===== config.mk =====
export PLATFORM = sky130hd
export DESIGN_NAME = onewire_temp_sensor_master
export DESIGN_NICKNAME = d
export VERILOG_FILES = /design/src/owtsm_pkg.sv /design/src/owtsm_cfg.sv /design/src/owtsm_core.sv /design/src/onewire_temp_sensor_master.sv
export SDC_FILE = /design/constraint.sdc
export NUM_CORES = 1
export LEC_CHECK = 0
export BUFFER_PORTS_ARGS = -buffer_cell sky130_fd_sc_hd__buf_2
export CORE_MARGIN = 3
export CORE_UTILIZATION = 39
export CTS_BUF_LIST = sky130_fd_sc_hd__clkbuf_4 sky130_fd_sc_hd__clkbuf_8 sky130_fd_sc_hd__clkbuf_16
export CTS_CLUSTER_SIZE = 8
export DETAILED_ROUTE_END_ITERATION = 8
export PLACE_DENSITY = 0.53
export REMOVE_ABC_BUFFERS = 1
export SETUP_SLACK_MARGIN = 0.15
export SLEW_MARGIN = 10
export SYNTH_ARGS = -nofsm -noshare
export SYNTH_HDL_FRONTEND = slang
export SYNTH_SLANG_ARGS = --single-unit

===== constraint.sdc =====
create_clock -name clk -period 3.68 [get_ports clk]
set_clock_uncertainty 0.15 [all_clocks]
set_input_delay 0.736 -clock clk [delete_from_list [all_inputs] [get_ports clk]]
set_output_delay 0.736 -clock clk [all_outputs]
set_load 0.03 [all_outputs]

===== src/owtsm_pkg.sv =====
`default_nettype none

package owtsm_pkg;

	localparam int SCRATCHPAD_BYTES = 9;
	localparam int TIMER_BITS       = 10;

	localparam int CFG_IDX_W  = 3;
	localparam int CFG_DATA_W = 10;
	localparam int BYTE_CNT_W = 4;
	localparam int PHASE_W    = 4;

	typedef logic [TIMER_BITS-1:0] timer_t;
	typedef logic [BYTE_CNT_W-1:0] byte_cnt_t;

	// item kinds, also the code of the running operation
	localparam logic [1:0] KIND_TICK  = 2'd0;
	localparam logic [1:0] KIND_START = 2'd1;
	localparam logic [1:0] KIND_READ  = 2'd2;
	localparam logic [1:0] KIND_POLL  = 2'd3;

	localparam logic [1:0] ST_OK       = 2'd0;
	localparam logic [1:0] ST_NO_PRES  = 2'd1;
	localparam logic [1:0] ST_CRC_ERR  = 2'd2;
	localparam logic [1:0] ST_REFUSED  = 2'd3;

	localparam logic [CFG_IDX_W-1:0] REG_RESET_LOW    = 3'd0;
	localparam logic [CFG_IDX_W-1:0] REG_RELEASE_WAIT = 3'd1;
	localparam logic [CFG_IDX_W-1:0] REG_PRES_STEP    = 3'd2;
	localparam logic [CFG_IDX_W-1:0] REG_PRES_TRIES   = 3'd3;
	localparam logic [CFG_IDX_W-1:0] REG_WZERO_LOW    = 3'd4;
	localparam logic [CFG_IDX_W-1:0] REG_WONE_HIGH    = 3'd5;
	localparam logic [CFG_IDX_W-1:0] REG_READ_SAMPLE  = 3'd6;
	localparam logic [CFG_IDX_W-1:0] REG_READ_RECOVER = 3'd7;

	localparam logic [7:0] CMD_SKIP     = 8'hCC;
	localparam logic [7:0] CMD_CONVERT  = 8'h44;
	localparam logic [7:0] CMD_READ_PAD = 8'hBE;
	localparam logic [7:0] CRC_POLY     = 8'h8C;

	typedef struct packed {
		logic [9:0] reset_low_us;
		logic [7:0] release_wait_us;
		logic [7:0] presence_step_us;
		logic [3:0] presence_tries;
		logic [7:0] write_zero_low_us;
		logic [7:0] write_one_high_us;
		logic [5:0] read_sample_us;
		logic [7:0] read_recover_us;
	} cfg_t;

	typedef struct packed {
		logic              line_low;
		logic              busy;
		logic              done;
		logic [1:0]        status;
		logic signed [7:0] temperature;
		logic              ready;
	} res_t;

	// phase length for a delay register: max(d,1) ticks, so the timer loads d-1
	function automatic timer_t load_delay(input logic [15:0] d);
		logic [15:0] v;
		v = (d == 16'd0) ? 16'd0 : d - 16'd1;
		return timer_t'(v);
	endfunction

	// reflected CRC-8, polynomial 0x8C, one byte
	function automatic logic [7:0] crc_byte(input logic [7:0] crc, input logic [7:0] b);
		logic [7:0] c;
		logic [7:0] d;
		c = crc;
		d = b;
		for (int i = 0; i < 8; i++) begin
			if (c[0] ^ d[0]) begin
				c = (c >> 1) ^ CRC_POLY;
			end else begin
				c = c >> 1;
			end
			d = d >> 1;
		end
		return c;
	endfunction

endpackage

`default_nettype wire


===== src/owtsm_cfg.sv =====
`default_nettype none

module owtsm_cfg import owtsm_pkg::*; (
	input  wire logic                  clk,
	input  wire logic                  arst_n,
	input  wire logic                  wr_en,
	input  wire logic [CFG_IDX_W-1:0]  wr_index,
	input  wire logic [CFG_DATA_W-1:0] wr_data,
	output      cfg_t                  cfg
);

	cfg_t cfg_q;

	always_ff @(posedge clk or negedge arst_n) begin
		if (!arst_n) begin
			cfg_q.reset_low_us      <= 10'd460;
			cfg_q.release_wait_us   <= 8'd10;
			cfg_q.presence_step_us  <= 8'd15;
			cfg_q.presence_tries    <= 4'd10;
			cfg_q.write_zero_low_us <= 8'd50;
			cfg_q.write_one_high_us <= 8'd35;
			cfg_q.read_sample_us    <= 6'd4;
			cfg_q.read_recover_us   <= 8'd35;
		end else if (wr_en) begin
			unique case (wr_index)
				REG_RESET_LOW:    cfg_q.reset_low_us      <= wr_data[9:0];
				REG_RELEASE_WAIT: cfg_q.release_wait_us   <= wr_data[7:0];
				REG_PRES_STEP:    cfg_q.presence_step_us  <= wr_data[7:0];
				REG_PRES_TRIES:   cfg_q.presence_tries    <= wr_data[3:0];
				REG_WZERO_LOW:    cfg_q.write_zero_low_us <= wr_data[7:0];
				REG_WONE_HIGH:    cfg_q.write_one_high_us <= wr_data[7:0];
				REG_READ_SAMPLE:  cfg_q.read_sample_us    <= wr_data[5:0];
				REG_READ_RECOVER: cfg_q.read_recover_us   <= wr_data[7:0];
				default: ;
			endcase
		end
	end

	assign cfg = cfg_q;

endmodule

`default_nettype wire


===== src/owtsm_core.sv =====
`default_nettype none

module owtsm_core import owtsm_pkg::*; (
	input  wire logic       clk,
	input  wire logic       arst_n,
	input  wire logic       step,
	input  wire logic [1:0] kind,
	input  wire logic       line_in,
	input  wire cfg_t       cfg,
	output      res_t       res
);

	localparam logic [PHASE_W-1:0] PH_IDLE      = 4'd0;
	localparam logic [PHASE_W-1:0] PH_RST_LOW   = 4'd1;
	localparam logic [PHASE_W-1:0] PH_RST_WAIT  = 4'd2;
	localparam logic [PHASE_W-1:0] PH_PRES_WAIT = 4'd3;
	localparam logic [PHASE_W-1:0] PH_REL_WAIT  = 4'd4;
	localparam logic [PHASE_W-1:0] PH_W_LOW     = 4'd5;
	localparam logic [PHASE_W-1:0] PH_W_HIGH    = 4'd6;
	localparam logic [PHASE_W-1:0] PH_R_LOW     = 4'd7;
	localparam logic [PHASE_W-1:0] PH_R_REL     = 4'd8;
	localparam logic [PHASE_W-1:0] PH_R_REC     = 4'd9;

	localparam byte_cnt_t LAST_BYTE = byte_cnt_t'(SCRATCHPAD_BYTES - 1);

	logic [PHASE_W-1:0] phase_q, phase_d;
	logic [1:0]         op_q, op_d;
	timer_t             timer_q, timer_d;
	logic [3:0]         try_q, try_d;
	logic [2:0]         bit_q, bit_d;
	byte_cnt_t          byte_q, byte_d;
	logic [7:0]         shift_q, shift_d;
	logic [7:0]         crc_q, crc_d;
	logic [7:0]         raw_lo_q, raw_lo_d;
	logic [7:0]         raw_hi_q, raw_hi_d;
	logic               pend_q, pend_d;
	logic               done;
	logic [1:0]         status;
	logic [7:0]         temp;
	logic               ready;
	logic [15:0]        raw_word;
	logic [7:0]         temp_sum;

	always_comb begin
		phase_d  = phase_q;
		op_d     = op_q;
		timer_d  = timer_q;
		try_d    = try_q;
		bit_d    = bit_q;
		byte_d   = byte_q;
		shift_d  = shift_q;
		crc_d    = crc_q;
		raw_lo_d = raw_lo_q;
		raw_hi_d = raw_hi_q;
		pend_d   = pend_q;
		done     = 1'b0;
		status   = ST_OK;
		temp     = 8'd0;
		ready    = 1'b0;
		raw_word = 16'd0;
		temp_sum = 8'd0;

		if (phase_q == PH_IDLE) begin
			unique case (kind)
				KIND_START: begin
					if (pend_q) begin
						done   = 1'b1;
						status = ST_REFUSED;
					end else begin
						op_d    = KIND_START;
						phase_d = PH_RST_LOW;
						timer_d = load_delay(16'(cfg.reset_low_us));
					end
				end
				KIND_READ: begin
					pend_d  = 1'b0;
					op_d    = KIND_READ;
					phase_d = PH_RST_LOW;
					timer_d = load_delay(16'(cfg.reset_low_us));
				end
				KIND_POLL: begin
					if (pend_q) begin
						op_d    = KIND_POLL;
						shift_d = 8'd0;
						phase_d = PH_R_LOW;
						timer_d = '0;
					end else begin
						done   = 1'b1;
						status = ST_REFUSED;
					end
				end
				default: ;
			endcase
		end else if (phase_q == PH_REL_WAIT) begin
			// first high tick also opens the first write slot (SKIP ROM, bit 0 is zero)
			if (line_in) begin
				byte_d  = '0;
				bit_d   = '0;
				shift_d = CMD_SKIP;
				phase_d = PH_W_LOW;
				timer_d = load_delay(16'(cfg.write_zero_low_us));
			end
		end else if (timer_q != '0) begin
			timer_d = timer_q - timer_t'(1);
		end else begin
			unique case (phase_q)
				PH_RST_LOW: begin
					try_d   = '0;
					phase_d = PH_RST_WAIT;
					timer_d = load_delay(16'(cfg.release_wait_us));
				end
				PH_RST_WAIT: begin
					if (cfg.presence_tries == 4'd0) begin
						phase_d = PH_IDLE;
						timer_d = '0;
						done    = 1'b1;
						status  = ST_NO_PRES;
					end else begin
						phase_d = PH_PRES_WAIT;
						timer_d = load_delay(16'(cfg.presence_step_us));
					end
				end
				PH_PRES_WAIT: begin
					if (!line_in) begin
						phase_d = PH_REL_WAIT;
						timer_d = '0;
					end else begin
						try_d = try_q + 4'd1;
						if (try_d >= cfg.presence_tries) begin
							phase_d = PH_IDLE;
							timer_d = '0;
							done    = 1'b1;
							status  = ST_NO_PRES;
						end else begin
							phase_d = PH_PRES_WAIT;
							timer_d = load_delay(16'(cfg.presence_step_us));
						end
					end
				end
				PH_W_LOW: begin
					phase_d = PH_W_HIGH;
					timer_d = shift_q[0] ? timer_t'(cfg.write_one_high_us) : '0;
				end
				PH_W_HIGH: begin
					shift_d = shift_q >> 1;
					bit_d   = bit_q + 3'd1;
					if (bit_d != 3'd0) begin
						phase_d = PH_W_LOW;
						timer_d = shift_d[0] ? '0 : load_delay(16'(cfg.write_zero_low_us));
					end else if (byte_q == '0) begin
						byte_d  = byte_cnt_t'(1);
						shift_d = (op_q == KIND_START) ? CMD_CONVERT : CMD_READ_PAD;
						phase_d = PH_W_LOW;
						timer_d = shift_d[0] ? '0 : load_delay(16'(cfg.write_zero_low_us));
					end else if (op_q == KIND_START) begin
						pend_d  = 1'b1;
						phase_d = PH_IDLE;
						timer_d = '0;
						done    = 1'b1;
						status  = ST_OK;
					end else begin
						byte_d  = '0;
						crc_d   = 8'd0;
						shift_d = 8'd0;
						phase_d = PH_R_LOW;
						timer_d = '0;
					end
				end
				PH_R_LOW: begin
					phase_d = PH_R_REL;
					timer_d = load_delay(16'(cfg.read_sample_us));
				end
				PH_R_REL: begin
					shift_d = {line_in, shift_q[7:1]};
					phase_d = PH_R_REC;
					timer_d = load_delay(16'(cfg.read_recover_us));
				end
				PH_R_REC: begin
					if (op_q == KIND_POLL) begin
						ready   = shift_q[7];
						phase_d = PH_IDLE;
						timer_d = '0;
						done    = 1'b1;
						status  = ST_OK;
					end else begin
						bit_d = bit_q + 3'd1;
						if (bit_d != 3'd0) begin
							phase_d = PH_R_LOW;
							timer_d = '0;
						end else begin
							if (byte_q == byte_cnt_t'(0)) begin
								raw_lo_d = shift_q;
							end else if (byte_q == byte_cnt_t'(1)) begin
								raw_hi_d = shift_q;
							end
							if (byte_q == LAST_BYTE) begin
								phase_d = PH_IDLE;
								timer_d = '0;
								done    = 1'b1;
								if (crc_q == shift_q) begin
									raw_word = {raw_hi_d, raw_lo_d};
									temp_sum = raw_word[11:4] + {7'd0, raw_lo_d[3]};
									temp     = temp_sum;
									status   = ST_OK;
								end else begin
									status = ST_CRC_ERR;
								end
							end else begin
								crc_d   = crc_byte(crc_q, shift_q);
								byte_d  = byte_q + byte_cnt_t'(1);
								phase_d = PH_R_LOW;
								timer_d = '0;
							end
						end
					end
				end
				default: begin
					phase_d = PH_IDLE;
					timer_d = '0;
				end
			endcase
		end
	end

	always_ff @(posedge clk or negedge arst_n) begin
		if (!arst_n) begin
			phase_q  <= PH_IDLE;
			op_q     <= KIND_TICK;
			timer_q  <= '0;
			try_q    <= '0;
			bit_q    <= '0;
			byte_q   <= '0;
			shift_q  <= '0;
			crc_q    <= '0;
			raw_lo_q <= '0;
			raw_hi_q <= '0;
			pend_q   <= 1'b0;
		end else if (step) begin
			phase_q  <= phase_d;
			op_q     <= op_d;
			timer_q  <= timer_d;
			try_q    <= try_d;
			bit_q    <= bit_d;
			byte_q   <= byte_d;
			shift_q  <= shift_d;
			crc_q    <= crc_d;
			raw_lo_q <= raw_lo_d;
			raw_hi_q <= raw_hi_d;
			pend_q   <= pend_d;
		end
	end

	assign res.line_low    = (phase_d == PH_RST_LOW) || (phase_d == PH_W_LOW) ||
	                         (phase_d == PH_R_LOW);
	assign res.busy        = (phase_d != PH_IDLE);
	assign res.done        = done;
	assign res.status      = status;
	assign res.temperature = temp;
	assign res.ready       = ready;

	a_done_idle: assert property (@(posedge clk) disable iff (!arst_n)
		(step && res.done) |=> (phase_q == PH_IDLE))
		else $error("done without return to idle");

	a_low_busy: assert property (@(posedge clk) disable iff (!arst_n)
		res.line_low |-> res.busy)
		else $error("bus driven low while idle");

	a_pend_start: assert property (@(posedge clk) disable iff (!arst_n)
		$rose(pend_q) |-> ($past(op_q) == KIND_START && $past(phase_q) == PH_W_HIGH))
		else $error("conversion marked pending outside a start");

	a_busy_quiet: assert property (@(posedge clk) disable iff (!arst_n)
		(step && phase_q != PH_IDLE && kind != KIND_TICK) |-> (op_d == op_q))
		else $error("command taken while busy");

endmodule

`default_nettype wire


===== src/onewire_temp_sensor_master.sv =====
`default_nettype none

// 1-Wire bus master for a single temperature sensor. Each input item is one
// microsecond tick of bus time: it carries the sampled bus level (line_in) and
// an optional command (kind: tick only, start conversion, read temperature,
// poll ready). Each item gives exactly one result item with the bus drive for
// that tick (line_low), the busy flag, and on the tick a command ends done_res
// with status, temperature (read) or ready_res (poll). Commands given while
// busy are ignored. The block takes one item per clock cycle while the result
// register is free (a stalled output holds in_stall high); each item lands in
// the input register when accepted, and the single-pass step logic of the bus
// sequencer then loads the result register as the item moves on. Timing
// registers are written through the cfg port, which is always ready; write them
// only while no command is running.
module onewire_temp_sensor_master import owtsm_pkg::*; (
	input  wire logic                  clk,
	input  wire logic                  arst_n,
	input  wire logic                  in_valid,
	output      logic                  in_stall,
	input  wire logic [1:0]            kind,
	input  wire logic                  line_in,
	output      logic                  out_valid,
	input  wire logic                  out_stall,
	output      logic                  line_low,
	output      logic                  busy_res,
	output      logic                  done_res,
	output      logic [1:0]            status,
	output      logic signed [7:0]     temperature,
	output      logic                  ready_res,
	input  wire logic                  cfg_valid,
	output      logic                  cfg_ready,
	input  wire logic [CFG_IDX_W-1:0]  cfg_index,
	input  wire logic [CFG_DATA_W-1:0] cfg_data
);

	cfg_t       cfg;
	res_t       res;
	res_t       res_q;
	logic       out_valid_q;
	logic       item_valid_s1;
	logic [1:0] kind_s1;
	logic       line_in_s1;
	logic       out_free;
	logic       advance;
	logic       in_take;

	// the result register is free when empty or being drained this cycle
	assign out_free = !out_valid_q || !out_stall;
	assign advance  = item_valid_s1 && out_free;
	assign in_stall = item_valid_s1 && !out_free;
	assign in_take  = in_valid && !in_stall;

	assign cfg_ready = 1'b1;

	owtsm_cfg u_cfg (
		.clk      (clk),
		.arst_n   (arst_n),
		.wr_en    (cfg_valid && cfg_ready),
		.wr_index (cfg_index),
		.wr_data  (cfg_data),
		.cfg      (cfg)
	);

	// step the sequencer once per tick item as it moves into the result register
	owtsm_core u_core (
		.clk     (clk),
		.arst_n  (arst_n),
		.step    (advance),
		.kind    (kind_s1),
		.line_in (line_in_s1),
		.cfg     (cfg),
		.res     (res)
	);

	// input register: hold the item until the sequencer takes it
	always_ff @(posedge clk or negedge arst_n) begin
		if (!arst_n) begin
			item_valid_s1 <= 1'b0;
		end else if (in_take) begin
			item_valid_s1 <= 1'b1;
		end else if (advance) begin
			item_valid_s1 <= 1'b0;
		end
	end

	always_ff @(posedge clk) begin
		if (in_take) begin
			kind_s1    <= kind;
			line_in_s1 <= line_in;
		end
	end

	// result register: load on every sequencer step, drop once taken
	always_ff @(posedge clk or negedge arst_n) begin
		if (!arst_n) begin
			out_valid_q <= 1'b0;
		end else if (advance) begin
			out_valid_q <= 1'b1;
		end else if (!out_stall) begin
			out_valid_q <= 1'b0;
		end
	end

	always_ff @(posedge clk) begin
		if (advance) begin
			res_q <= res;
		end
	end

	assign out_valid   = out_valid_q;
	assign line_low    = res_q.line_low;
	assign busy_res    = res_q.busy;
	assign done_res    = res_q.done;
	assign status      = res_q.status;
	assign temperature = res_q.temperature;
	assign ready_res   = res_q.ready;

endmodule

`default_nettype wire

# Word-level counts from Yosys, hierarchy flattened
# Cells that the tools add are included.
totals:
  reg_bits: 132
  latchBits: 0
  mem_bits_rw: 0
  rom_bits: 0
  output_inout_bits: 17
  memories: 0
op_classes:
  add_sub_neg: 11
  multipliers: 0
  div_mod_pow: 0
  order_cmp: 1
  n_eq_ne: 56
  shifts: 0
  n_mux: 191
  bitwise_logic: 24
  reduce_logical: 50
op_table:
  columns: ["cell", "n"]
  rows:
  - ["$mux W8", 80]
  - ["$mux W10", 19]
  - ["$mux W4", 29]
  - ["$pmux W10 S7", 1]
  - ["$sub A8 B1 Y9 const B", 4]
  - ["$logic_not A8 Y1", 4]
  - ["$pmux W4 S8", 1]
  - ["$pmux W8 S2", 2]
  - ["$pmux W10 S3", 1]
  - ["$mux W1", 28]
  - ["$mux W2", 14]
  - ["$eq A4 B3 Y1 const B", 6]
  - ["$not A2 Y3", 8]
  - ["$ne A2 B2 Y1 const B", 11]
  - ["$sub A10 B1 Y10 const B", 2]
  - ["$mux W3", 6]
  - ["$ne A3 B2 Y1 const B", 6]
  - ["$reduce_and A6 Y1", 3]
  - ["$ne A2 B1 Y1 const B", 8]
  - ["$pmux W4 S2", 2]
  - ["$reduce_and A2 Y1", 8]
  - ["$eq A3 B3 Y1 const B", 4]
  - ["$eq A4 B1 Y1 const B", 3]
  - ["$eq A4 B4 Y1 const B", 3]
  - ["other kinds (42)", 80]

# Logic depth before layout (Yosys ltp)
# Gate-level depths: netlist (run 1).
depth:
  word_depth: 69
  depth_mapped: 12

# Modules after synthesis
# From an unflattened synthesis (run 1), not the netlist that was laid out.
unflattened:
  cells_unflattened: 838
  area_unflattened_um2: 8456.9
modules_own_cells:
  columns: ["mod", "n_inst", "cells_per_inst", "area_per_inst_um2", "seq_area_each_um2"]
  rows:
  - ["owtsm_core", 1, 675, 5303.8, 1326.3]
  - ["owtsm_cfg", 1, 136, 2538.7, 1530.2]
  - ["onewire_temp_sensor_master", 1, 27, 614.3, 560.5]

# Worst setup path after synthesis (run 1)
# OpenSTA, ideal clock, no wires.
synth_timing:
  path_type: "input to register"
  from: "in out_stall"
  to: "reg u_core.shift_q[7]"
  setup_time_ps: 136
  t_arrival_ps: 2338
  path_slack_ps: 1056
  path_stages: 9
  n_path_buf: 1
  path_cell_list: "nand2_1 nand2_1 inv_1 o21ai_4 a2111oi_0 nand2_1 buf_2 nand2_1 o31ai_1"
synth_via:
  elab_chain_len: 4
synth_rtl:
  columns: ["element", "line_no", "text"]
  rows:
  - ["start, declared", "onewire_temp_sensor_master.sv:23", "input wire logic out_stall,"]
  - ["$logic_not A1 Y1", null, null]
  - ["$logic_or A1 B1 Y1", "onewire_temp_sensor_master.sv:48", "assign out_free = !out_valid_q || !out_stall;"]
  - ["$logic_and A1 B1 Y1", "onewire_temp_sensor_master.sv:49", "assign advance = item_valid_s1 && out_free;"]
  - ["via advance", "onewire_temp_sensor_master.sv:44", "logic advance;"]
  - ["$reduce_and A6 Y1 (no line)", null, null]
  - ["end signal, assigned", "owtsm_core.sv:245", "shift_q <= shift_d;"]
  - ["end, declared", "owtsm_core.sv:32", "logic [7:0] shift_q, shift_d;"]
# The timed path passes the listed nets, and every way through them passes these cells.
# A chain may end at the register's enable or synchronous reset.

# Final worst setup path (run 1)
layout_timing:
  from: "reg u_core.bit_q[0]"
  to: "reg u_core.timer_q[5]"
layout_via:
  elab_chain_len: 7
layout_rtl:
  columns: ["element", "line_no", "text"]
  rows:
  - ["start, declared", "owtsm_core.sv:30", "logic [2:0] bit_q, bit_d;"]
  - ["start signal, assigned", "owtsm_core.sv:243", "bit_q <= bit_d;"]
  - ["$add A3 B1 Y3", "owtsm_core.sv:146, owtsm_core.sv:186", null]
  - ["$reduce_bool A3 Y1", "owtsm_core.sv:147, owtsm_core.sv:187", null]
  - ["$mux W10", "owtsm_core.sv:147", "if (bit_d != 3'd0) begin"]
  - ["$pmux W10 S7", "owtsm_core.sv:106", "unique case (phase_q)"]
  - ["$mux W10", "owtsm_core.sv:103", "end else if (timer_q != '0) begin"]
  - ["$mux W10", "owtsm_core.sv:94", "end else if (phase_q == PH_REL_WAIT) begin"]
  - ["$mux W10", "owtsm_core.sv:63", "if (phase_q == PH_IDLE) begin"]
  - ["end signal, assigned", "owtsm_core.sv:241", "timer_q <= timer_d;"]
  - ["end, declared", "owtsm_core.sv:28", "timer_t timer_q, timer_d;"]
# Every way passes these cells.

==> results.md, run 1 <==
- Starting Density: 0.401
- Setup crit end kind: flip-flop
- Clock sinks: roughly 130
- Distinct cells, synth: between 70 and 80
- First-pass GRT wire length: about 34 mm
- Post-CTS Hold Buffers: 0
- Die span in x: around 150 um
- Min Tclk post-route: between 2 and 3 ns
- Hold crit path type: in -> async
- Layout cells sized above 1: 0.231
- Actual slew at the worst max-slew pin: approximately 0.83 ns
- Initial antenna violation count: 0
- P_leak: about 0.0037 uW
- Crit. Startpoint: u_core.bit_q[0]
- Starting DRT DRC Count: around 450
- Cell with the most instances after synthesis: nand2_1
- Clk buf depth: 2
- Post-DP HPWL: about 16 mm
- Post-Place Setup Slack: between 0.5 and 0.6 ns
- Status: finished clean
- Met1 Routed Length: 9.14 mm
- RSZ-0062 raised after global routing: false
- Num ports: 38
- Post-Syn Area per Cell: approximately 10 um^2
- # H-tree levels: 4
- Clk root buf: clkbuf_16
- Met2 WL post-DR: ~11 mm
- Total CTS buffers: 17
- Total GRT Usage: 0.200
- Max-cap violation count: 0
- Synth Flop Type: dfrtp_1
- Largest net degree at the start of global routing: 54
- Die H: ~150 um
- Critical Path AT: 3.11 ns
- Final setup violating endpoints: 0
- Vias in the first global route: 6,482
- Syn Inst Count: 799
- Leading area contributor after synthesis: dfrtp_1
- CTS tree: built
- DP Area: ~0.0084 mm^2
- Peak fanout along the critical path: 11
- Final Cell Area: about 0.009 mm^2
- Max Slew Vio Count: 0
- Met3 WL post-DR: 823 um
- Global route overflow: 0
- Top sig layer: met4
- Yosys warns: 0
- Endpoints failing hold: 0
- Post-cts resize count: 0
- Diode count: 0
- Tcrit/Tclk final: 0.806
- Yosys reg bits: around 130
- CP required: roughly 3.8 ns
- Final WS setup: between 0.7 and 0.8 ns
- Vias post-DR: 6,412
- Max Fclk: around 340 MHz
- Core area: about 0.02 mm^2
- Relative slew slack: 0.445
- Post-synthesis sequential area ratio: 0.434
- P per Cell Area: between 500 and 600 mW/mm^2
- Worst-path clk slew: about 0.060 ns
- NumNets Final: 885
- Post-route ant nets: 0
- Post-CTS Setup Bufs: 0
- Setup TNS: 0 ns
- Cell Area, Synth: 0.00788 mm^2
- DRC: 0
- Worst IR Drop VDD: 320 uV
- Routability cong.: 0.904
- Final hold slack: 0.156 ns
- WL final: about 21 mm
- Post-synth top cells: 95 x nand2_1, 92 x dfrtp_1, 58 x o21ai_0
- Synth top area share: 0.292
- Design Power: about 5300 uW
- Vias per std cell: between 5 and 6
- Number of synthesized flops with an enable pin: 17
- Ranking of synthesized cells by area: dfrtp_1 29%, mux2_2 8.0%, dfstp_2 7.7%
- Rows: approximately 50
- CP startpoint kind: flip-flop
- Port bufs: 36
- R2r startpoint: u_core.bit_q[0]
- Critical path class: reg -> reg
- Drt wl/cell: ~19 um
- FFs w/ async S/R, synth: 0.871
- Syn-to-layout area delta: 14.3%
- DIE AREA: approximately 0.022 mm^2
- DRT Pass-1 Iters: 5
- Clk Latency, worst-skew pair: 0.43 ns
[report_power, final]
| part | internal (uW) | leakage (uW) | switching, uW |
|---|---|---|---|
| Clock | 1070 | 0.000297 | 665 |
| Sequential | 1770 | 0.00159 | 327 |
| Combinational | 592 | 0.00181 | 855 |
| Total | 3430 | 0.00370 | 1850 |
[routing by layer]
layer	vias up	global-route usage
li1	3024	-
met3	43	0.0375
met2	190	0.348
met5	-	0
met4	0	0.0781
met1	3155	0.245
[per-stage QoR]
| step | util | cells |
|---|---|---|
| after floorplan | - | 773 |
| after global placement | 0.427 | 1091 |
| after detailed placement | 0.427 | 1091 |
| after CTS | 0.458 | 1123 |
| after global routing | 0.458 | 1123 |
| final | 0.458 | 1123 |
[final cells by class]
| class | instances | area [um^2] |
|---|---|---|
| Sequential cell | 132 | 3420 |
| Fill cell | 1894 | 10700 |
| Clock buffer | 21 | 480 |
| Timing Repair Buffer | 53 | 323 |
| Multi-Input combinational cell | 612 | 4220 |
| Tap cell | 265 | 332 |
| Inverter | 29 | 109 |
| Clock inverter | 11 | 121 |
[cell usage in the layout, fill, tap and decap left out, types with 12 or more instances in the layout]
cell / n
nor4_1: 14
o21ai_0: 58
nor2_1: 56
mux2i_1: 12
xnor2_1: 32
nand3_1: 20
buf_4: 17
o22ai_1: 12
inv_1: 28
dfrtp_1: 92
edfxtp_1: 17
nor3_1: 24
a21oi_1: 31
nand2_1: 95
buf_2: 35
xor2_1: 13
dfstp_2: 23
clkbuf_16: 17
ha_1: 19
mux2_2: 56
[path summary, 6_finish.rpt]
path                                      end  slack [ns]  depth (start not counted)
min reg2reg                u_core.raw_hi_q[0]        0.35                          2
max reg2reg                 u_core.timer_q[5]        0.71                         10
min                          u_core.byte_q[3]        0.16                          1
max                         u_core.timer_q[5]        0.71                         10
max in group asynchronous       u_cfg.cfg[52]        2.42                          2
min in group clk                   line_in_s1        0.33                          1
[critical path, cell delays in order, from the launching register on]
cell and delay, ns:
dfrtp_1 0.39, ha_1 0.21, ha_1 0.35, nor4bb_1 0.21, o21ai_0 0.24, buf_4 0.19, nand2b_1 0.23, o22ai_1 0.10
a2111oi_0 0.43, o21a_1 0.25, o211ai_1 0.09
[cells by family after synthesis]
| logic type | count (synthesis) | synth area share |
|---|---|---|
| AND/OR/NAND/NOR | 293 | 0.200 |
| AO/OA/AOI/OAI | 178 | 0.146 |
| flip-flops | 132 | 0.434 |
| multiplexers | 76 | 0.108 |
| buffers and inverters | 55 | 0.0315 |
| XOR/XNOR | 45 | 0.0500 |
| adder cells (fa/ha/maj) | 19 | 0.0302 |
| other | 1 | 0.000476 |
[flip-flops by register name, indices dropped and copies added, names as in the netlist]
signal,cells
u_core.bit_q,3
u_core.phase_q,4
busy_res,1
u_cfg.cfg,60
out_valid,1
u_core.byte_q,4
temperature,8
done_res,1
u_core.shift_q,8
line_low,1
u_core.pend_q,1
item_valid_s1,1
kind_s1,2
u_core.raw_hi_q,4
u_core.crc_q,8
u_core.try_q,4
line_in_s1,1
ready_res,1
u_core.timer_q,10
u_core.op_q,2
u_core.raw_lo_q,5
status,2
Note: power is estimated with default switching activity, not from simulation.
==> run 2, diff against run 1 <==
ABC_AREA = 1   (was unset)
PLACE_DENSITY = 0.55   (was 0.53)
clock period = 2.4 ns   (was 3.68 ns; I/O delays follow)
==> run 2 against run 1 <==
Compared with the run above: routed wire length up 0.82%; combinational power rose to 2.8 times the previous value; via count up 14%; synthesized area up 0.67%; hold slack worse by 0.077 ns; non-clock buffer count up 76; sequential share of layout area down 4.9 points.
==> results.md, run 2 <==
- Min Tclk post-route: 2.37 ns
- Syn-to-layout area delta: 30.4%
- Cell Area, Synth: 0.00793 mm^2
- Max Slew Vio Count: 0
- Design Power: between 10,000 and 15,000 uW
- Critical Path AT: ~2.4 ns
- Tcrit/Tclk final: 0.989
- Rows: between 50 and 60
- Starting DRT DRC Count: between 400 and 500
- Synth Flop Type: dfrtp_1
- Setup crit end kind: flip-flop
- Post-synthesis sequential area ratio: 0.431
- CP startpoint kind: flip-flop
- Reg2Reg Capture Point: busy_res
- Initial antenna violation count: 0
- DRC: 0
- Yosys warns: 0
- Clk buf depth: 2
- R2r startpoint: u_core.timer_q[0]
- Global route overflow: 0
- Total GRT Usage: 0.199
- Status: finished clean
- Hold crit path type: in -> reg
- Clock sinks: approximately 130
- CTS tree: built
- Max-cap violation count: 0
- Port bufs: 36
- Final setup violating endpoints: 0
- Syn Inst Count: roughly 1,100
- P per Cell Area: 969 mW/mm^2
- Vias in the first global route: 6,874
- Clk root buf: clkbuf_16
- Worst IR Drop VDD: roughly 600 uV
- CP required: roughly 2.4 ns
- Final WS setup: around 0.027 ns
- Post-synth top cells: 274 x nand2_1, 145 x inv_1, 134 x o21ai_0
- Diode count: 0
- P_leak: 0.00490 uW
- Placed Cells: between 1,000 and 1,500
- FFs w/ async S/R, synth: 0.871
- Final core occ: 0.524
- Synth Area in XOR/XNOR: 0.0608
- Total CTS buffers: 17
- Post-route ant nets: 0
- Commonest non-fill, non-tap cell in the layout: nand2_1
- Max Fclk: approximately 420 MHz
- Num ports: 38
- NumNets Final: approximately 1,200
- Post-DP HPWL: 15.8 mm
- Vias per std cell: roughly 4.9
- Starting Density: 0.402
- Cell with the most instances after synthesis: nand2_1
- Worst R2R Setup Slack: between 0.02 and 0.03 ns
- Number of synthesized flops with an enable pin: 17
- Hold Crit Start: kind[1]
- Fin cells: 1,477
- Main combinational cell family by area after synthesis: simple AND/OR/NAND/NOR gates
- DRT Pass-1 Iters: 5
- Synth Area in Compound Gates: 0.130
- Vias post-DR: around 7,300
- Mux cell area share after synthesis: 0.00142
- # H-tree levels: 4
- Routability cong.: between 0.8 and 0.9
- Layout cells sized above 1: 0.268
- Most frequent cells in the layout: 239 x nand2_1, 128 x inv_1, 105 x o21ai_0, 96 x nor2_1, 90 x dfrtp_1
- Drt wl/cell: roughly 15 um
- RSZ-0062 raised after global routing: true
- Synth Area in Simple Gates: 0.267
- Core area: 0.0197 mm^2
- Die span in x: around 150 um
- Post-Syn Area per Cell: 7.44 um^2
- Critical path class: reg -> reg
- Ranking of synthesized cells by area: dfrtp_1 29%, nand2_1 13%, o21ai_0 8.5%
- Peak fanout along the critical path: 4
- WL final: 21.6 mm
- Adder-Cell Fraction of Synth Area: 0.0300
- Max reg flops: 60
- Hold path cells: 1
- Yosys reg bits: approximately 130
- Die H: about 150 um
- Reg2Reg Depth: 13
- Relative slew slack: 0.627
- Synth top area share: 0.290
- DIE AREA: around 0.022 mm^2
- Post-Place Setup Slack: -0.0416 ns
- Worst hold endpoint: kind_s1[1]
- First-pass GRT wire length: between 30 and 40 mm
- Actual slew at the worst max-slew pin: 0.554 ns
- Clk Latency, worst-skew pair: about 0.43 ns
- Distinct cells, synth: 45
- Largest net degree at the start of global routing: 37
- Worst-path clk slew: about 0.060 ns
- Endpoints failing hold: 0
- Leading area contributor after synthesis: dfrtp_1
run 2: how the worst max path moves through the flow:
stage / from / endpoint / slack, ns
after global placement: u_core.byte_q[0] / temperature[6] / -0.003
after detailed placement: u_core.byte_q[0] / temperature[6] / -0.04
after CTS: u_core.timer_q[0] / busy_res / 0.08
final: u_core.timer_q[0] / busy_res / 0.03
after floorplan: out_valid / u_core.timer_q[7] / -0.40
after global routing: u_core.try_q[0] / busy_res / -0.11
run 2: kinds of logic after synthesis:
family                     after synthesis
other                                    1
AOI/OAI and AO/OA                      196
DFF                                    132
muxes                                    1
and+or+nand+nor                        497
xor gates and xnor gates                55
buffers and inverters                  165
adders and majority gates               19
run 2: what timing repair did:
item,CTS,global route
setup endpoints to repair,34,60
hold buffers,1,0
setup buffers,6,23
pin swaps,14,57
hold endpoints to repair,24,0
resized for setup,42,150
run 2: cell type report:
| type | instances | area (um^2) |
|---|---|---|
| fillers | 1876 | 9380 |
| well taps | 265 | 332 |
| multi-input cells | 769 | 4390 |
| clock inverters | 8 | 123 |
| clock buffers | 24 | 503 |
| flip-flops and latches | 132 | 3420 |
| repair buffers | 129 | 978 |
| inverters | 150 | 589 |
run 2: per-stage QoR:
stage                     hold slack [ns]  area [um^2]  TNS [ns]
final                              0.0787        10300         0
after floorplan                    0.0344         7860     -9.73
after CTS                          0.0644         9720         0
after global placement              0.301         8900  -0.00290
after detailed placement            0.318         8900   -0.0424
after global routing               0.0666        10300    -0.442
run 2: layer usage:
layer / track usage / up-vias / share of wire
met2: 0.330 / 117 / 0.48
met4: 0.0531 / 0 / 0.016
met5: 0 / - / 0
met3: 0.0375 / 34 / 0.033
li1: - / 3727 / -
met1: 0.269 / 3411 / 0.47
run 2: worst max-delay path, stage by stage (launching register included):
cell,delay (ns)
dfrtp_1,0.38
inv_2,0.08
ha_4,0.14
nand3_4,0.08
nor2_4,0.12
nand2_4,0.07
nor3_4,0.17
buf_6,0.14
clkinvlp_4,0.15
nor2_4,0.14
buf_6,0.14
o211ai_1,0.14
a21oi_1,0.15
nand2_1,0.07
run 2: power by group:
group          switching (uW)  leakage [uW]  internal (uW)
clock network            1000      0.000311           1780
registers                 411       0.00157           2790
logic                    2480       0.00301           1550
total                    3900       0.00490           6110
==> run 3, diff against run 2 <==
GPL_TIMING_DRIVEN = 0   (was unset)
==> run 3 against run 2 <==
Compared with the run above: largest cell class unchanged; clock power shrank 3%; power shrank 2.1%; clock-buffer cell count shrank 4; non-clock buffer count shrank 33; critical path depth grew 2; final area shrank 3.1%; critical path type unchanged; hold slack is essentially flat; worst setup slack gained 0.0067 ns; combinational power shrank 4%; sequential share of layout area grew 1.1 points; utilization shrank 1.6 points; critical endpoint is now temperature[6].
==> results.md, run 3 (same netlist as run 2, synthesis figures left out) <==
- Setup TNS: 0 ns
- CTS tree: built
- Final core occ: 0.508
- Post-route ant nets: 0
- CP required: about 2.4 ns
- DIE AREA: about 0.022 mm^2
- Starting DRT DRC Count: 398
- Starting Density: 0.402
- DRC: 0
- Setup crit end kind: flip-flop
- Layout cells sized above 1: 0.236
- Die span in x: approximately 150 um
- Vias post-DR: between 7,000 and 8,000
- Clk Latency, worst-skew pair: roughly 0.43 ns
- FILL cells: about 1,900
- Min Tclk post-route: 2.37 ns
- Clock power share: 0.277
- CP startpoint kind: flip-flop
- Global route overflow: 0
- Post-DP HPWL: 14.8 mm
- Net Sw Power: 3920 uW
- # H-tree levels: 4
- Vias per std cell: 4.97
- Tcrit/Tclk final: 0.986
- Total CTS buffers: 17
- Peak fanout along the critical path: 6
- Diode count: 0
- Max Slew Vio Count: 0
- First-pass GRT wire length: 34.6 mm
- Rows: slightly above 50
- Final setup violating endpoints: 0
- Hold crit path type: in -> reg
- Final hold slack: roughly 0.078 ns
- Clk root buf: clkbuf_16
- Clock sinks: between 100 and 150
- Worst IR Drop VDD: between 400 and 500 uV
- Status: finished clean
- Critical Path AT: roughly 2.4 ns
- Die H: roughly 150 um
- Pint: roughly 5900 uW
- Actual slew at the worst max-slew pin: 0.792 ns
- Critical path class: reg -> reg
- NumNets Final: 1,207
- Total GRT Usage: 0.197
- Port bufs: 36
- Sw frac: 0.400
- Hold Crit Start: kind[0]
- RSZ-0062 raised after global routing: true
- Relative slew slack: 0.469
- Clk buf depth: 2
- Core area: a little under 0.02 mm^2
- R2r startpoint: u_core.byte_q[1]
- Max reg flops: 60
- Flop pwr share: 0.329
- Worst-path clk slew: ~0.060 ns
- Area occupied by registers: about 0.0034 mm^2
- DRT Pass-1 Iters: 5
- P_leak: about 0.0046 uW
- Vias in the first global route: just under 7,000
- Routability cong.: roughly 0.9
- WL final: approximately 21 mm
- Syn-to-layout area delta: 26.4%
- Drt wl/cell: 14.8 um
- Commonest non-fill, non-tap cell in the layout: nand2_1
- Largest net degree at the start of global routing: 71
- Max Fclk: approximately 420 MHz
- Crit. Startpoint: u_core.byte_q[1]
- Max-cap violation count: 0
- Initial antenna violation count: 0
- Endpoints failing hold: 0
- P per Cell Area: 979 mW/mm^2
- Comb pwr share: 0.395
- Num ports: 38
- Area used by multi-input combinational logic: between 0.004 and 0.005 mm^2
- Most frequent cells in the layout: 255 x nand2_1, 127 x inv_1, 119 x o21ai_0, 91 x nor2_1, 89 x dfrtp_1
-- run 3: layer usage --
metal  vias up  share of wire  GRT usage
li1       3647              -          -
met1      3408           0.47      0.267
met2       109           0.49      0.328
met3        18          0.027     0.0305
met4         0          0.010     0.0554
met5         -              0          0
-- run 3: cell type report --
class,instances,area share
inverter,150,0.0579
timing repair inverter,1,0.000500
multi-input combinational,769,0.435
tap,265,0.0331
clock inverter,12,0.0155
sequential,132,0.341
clock buffer,20,0.0447
timing repair buffer,96,0.0713
-- run 3: through the flow --
| stage | cells | total power (uW) | cell area (um^2) | worst slack [ns] |
|---|---|---|---|---|
| 2_1_floorplan | 1051 | 5480 | 7860 | -0.398 |
| 3_3_place_gp | 1352 | 6310 | 8370 | -1.36 |
| 3_5_place_dp | 1354 | 6340 | 8430 | -0.639 |
| 4_1_cts | 1420 | 9490 | 9590 | 0.0977 |
| 5_1_grt | 1445 | 10500 | 10000 | -0.0621 |
| 6_report | 1445 | 9810 | 10000 | 0.0342 |
-- run 3: power groups by stage --
stage,Combinational [uW],Clock [uW],Sequential [uW]
global placement,3070,0,3240
detailed placement,3100,0,3240
floorplan,2280,0,3200
global route,4330,2860,3290
finish,3870,2710,3220
CTS,3520,2770,3200
-- run 3: worst paths after layout --
kind,slack [ns],depth (start not counted),endpoint
min,0.08,1,kind_s1[0]
max in group asynchronous,0.87,3,u_cfg.cfg[36]
max,0.03,15,temperature[6]
min reg2reg,0.33,2,u_cfg.cfg[32]
min in group asynchronous,0.50,2,u_cfg.cfg[59]
max reg2reg,0.03,15,temperature[6]
-- run 3: timing repair --
action | CTS | global route
setup buffers | 33 | 24
setup endpoints to repair | 63 | 59
hold buffers | 1 | 0
resized for setup | 86 | 73
pin swaps | 29 | 40
hold endpoints to repair | 63 | 0
cloned | 0 | 1
-- run 3: critical path, stage by stage (launching register included) --
cell and delay (ns):
dfrtp_1 0.36, inv_2 0.06, ha_4 0.16, nand2_4 0.09, buf_6 0.12, nand2_2 0.04, o21a_1 0.11, inv_2 0.08
ha_4 0.17, ha_4 0.14, inv_2 0.04, nor3_2 0.19, nand2_1 0.09, nor2_1 0.11, xor2_1 0.16, nor2_1 0.05
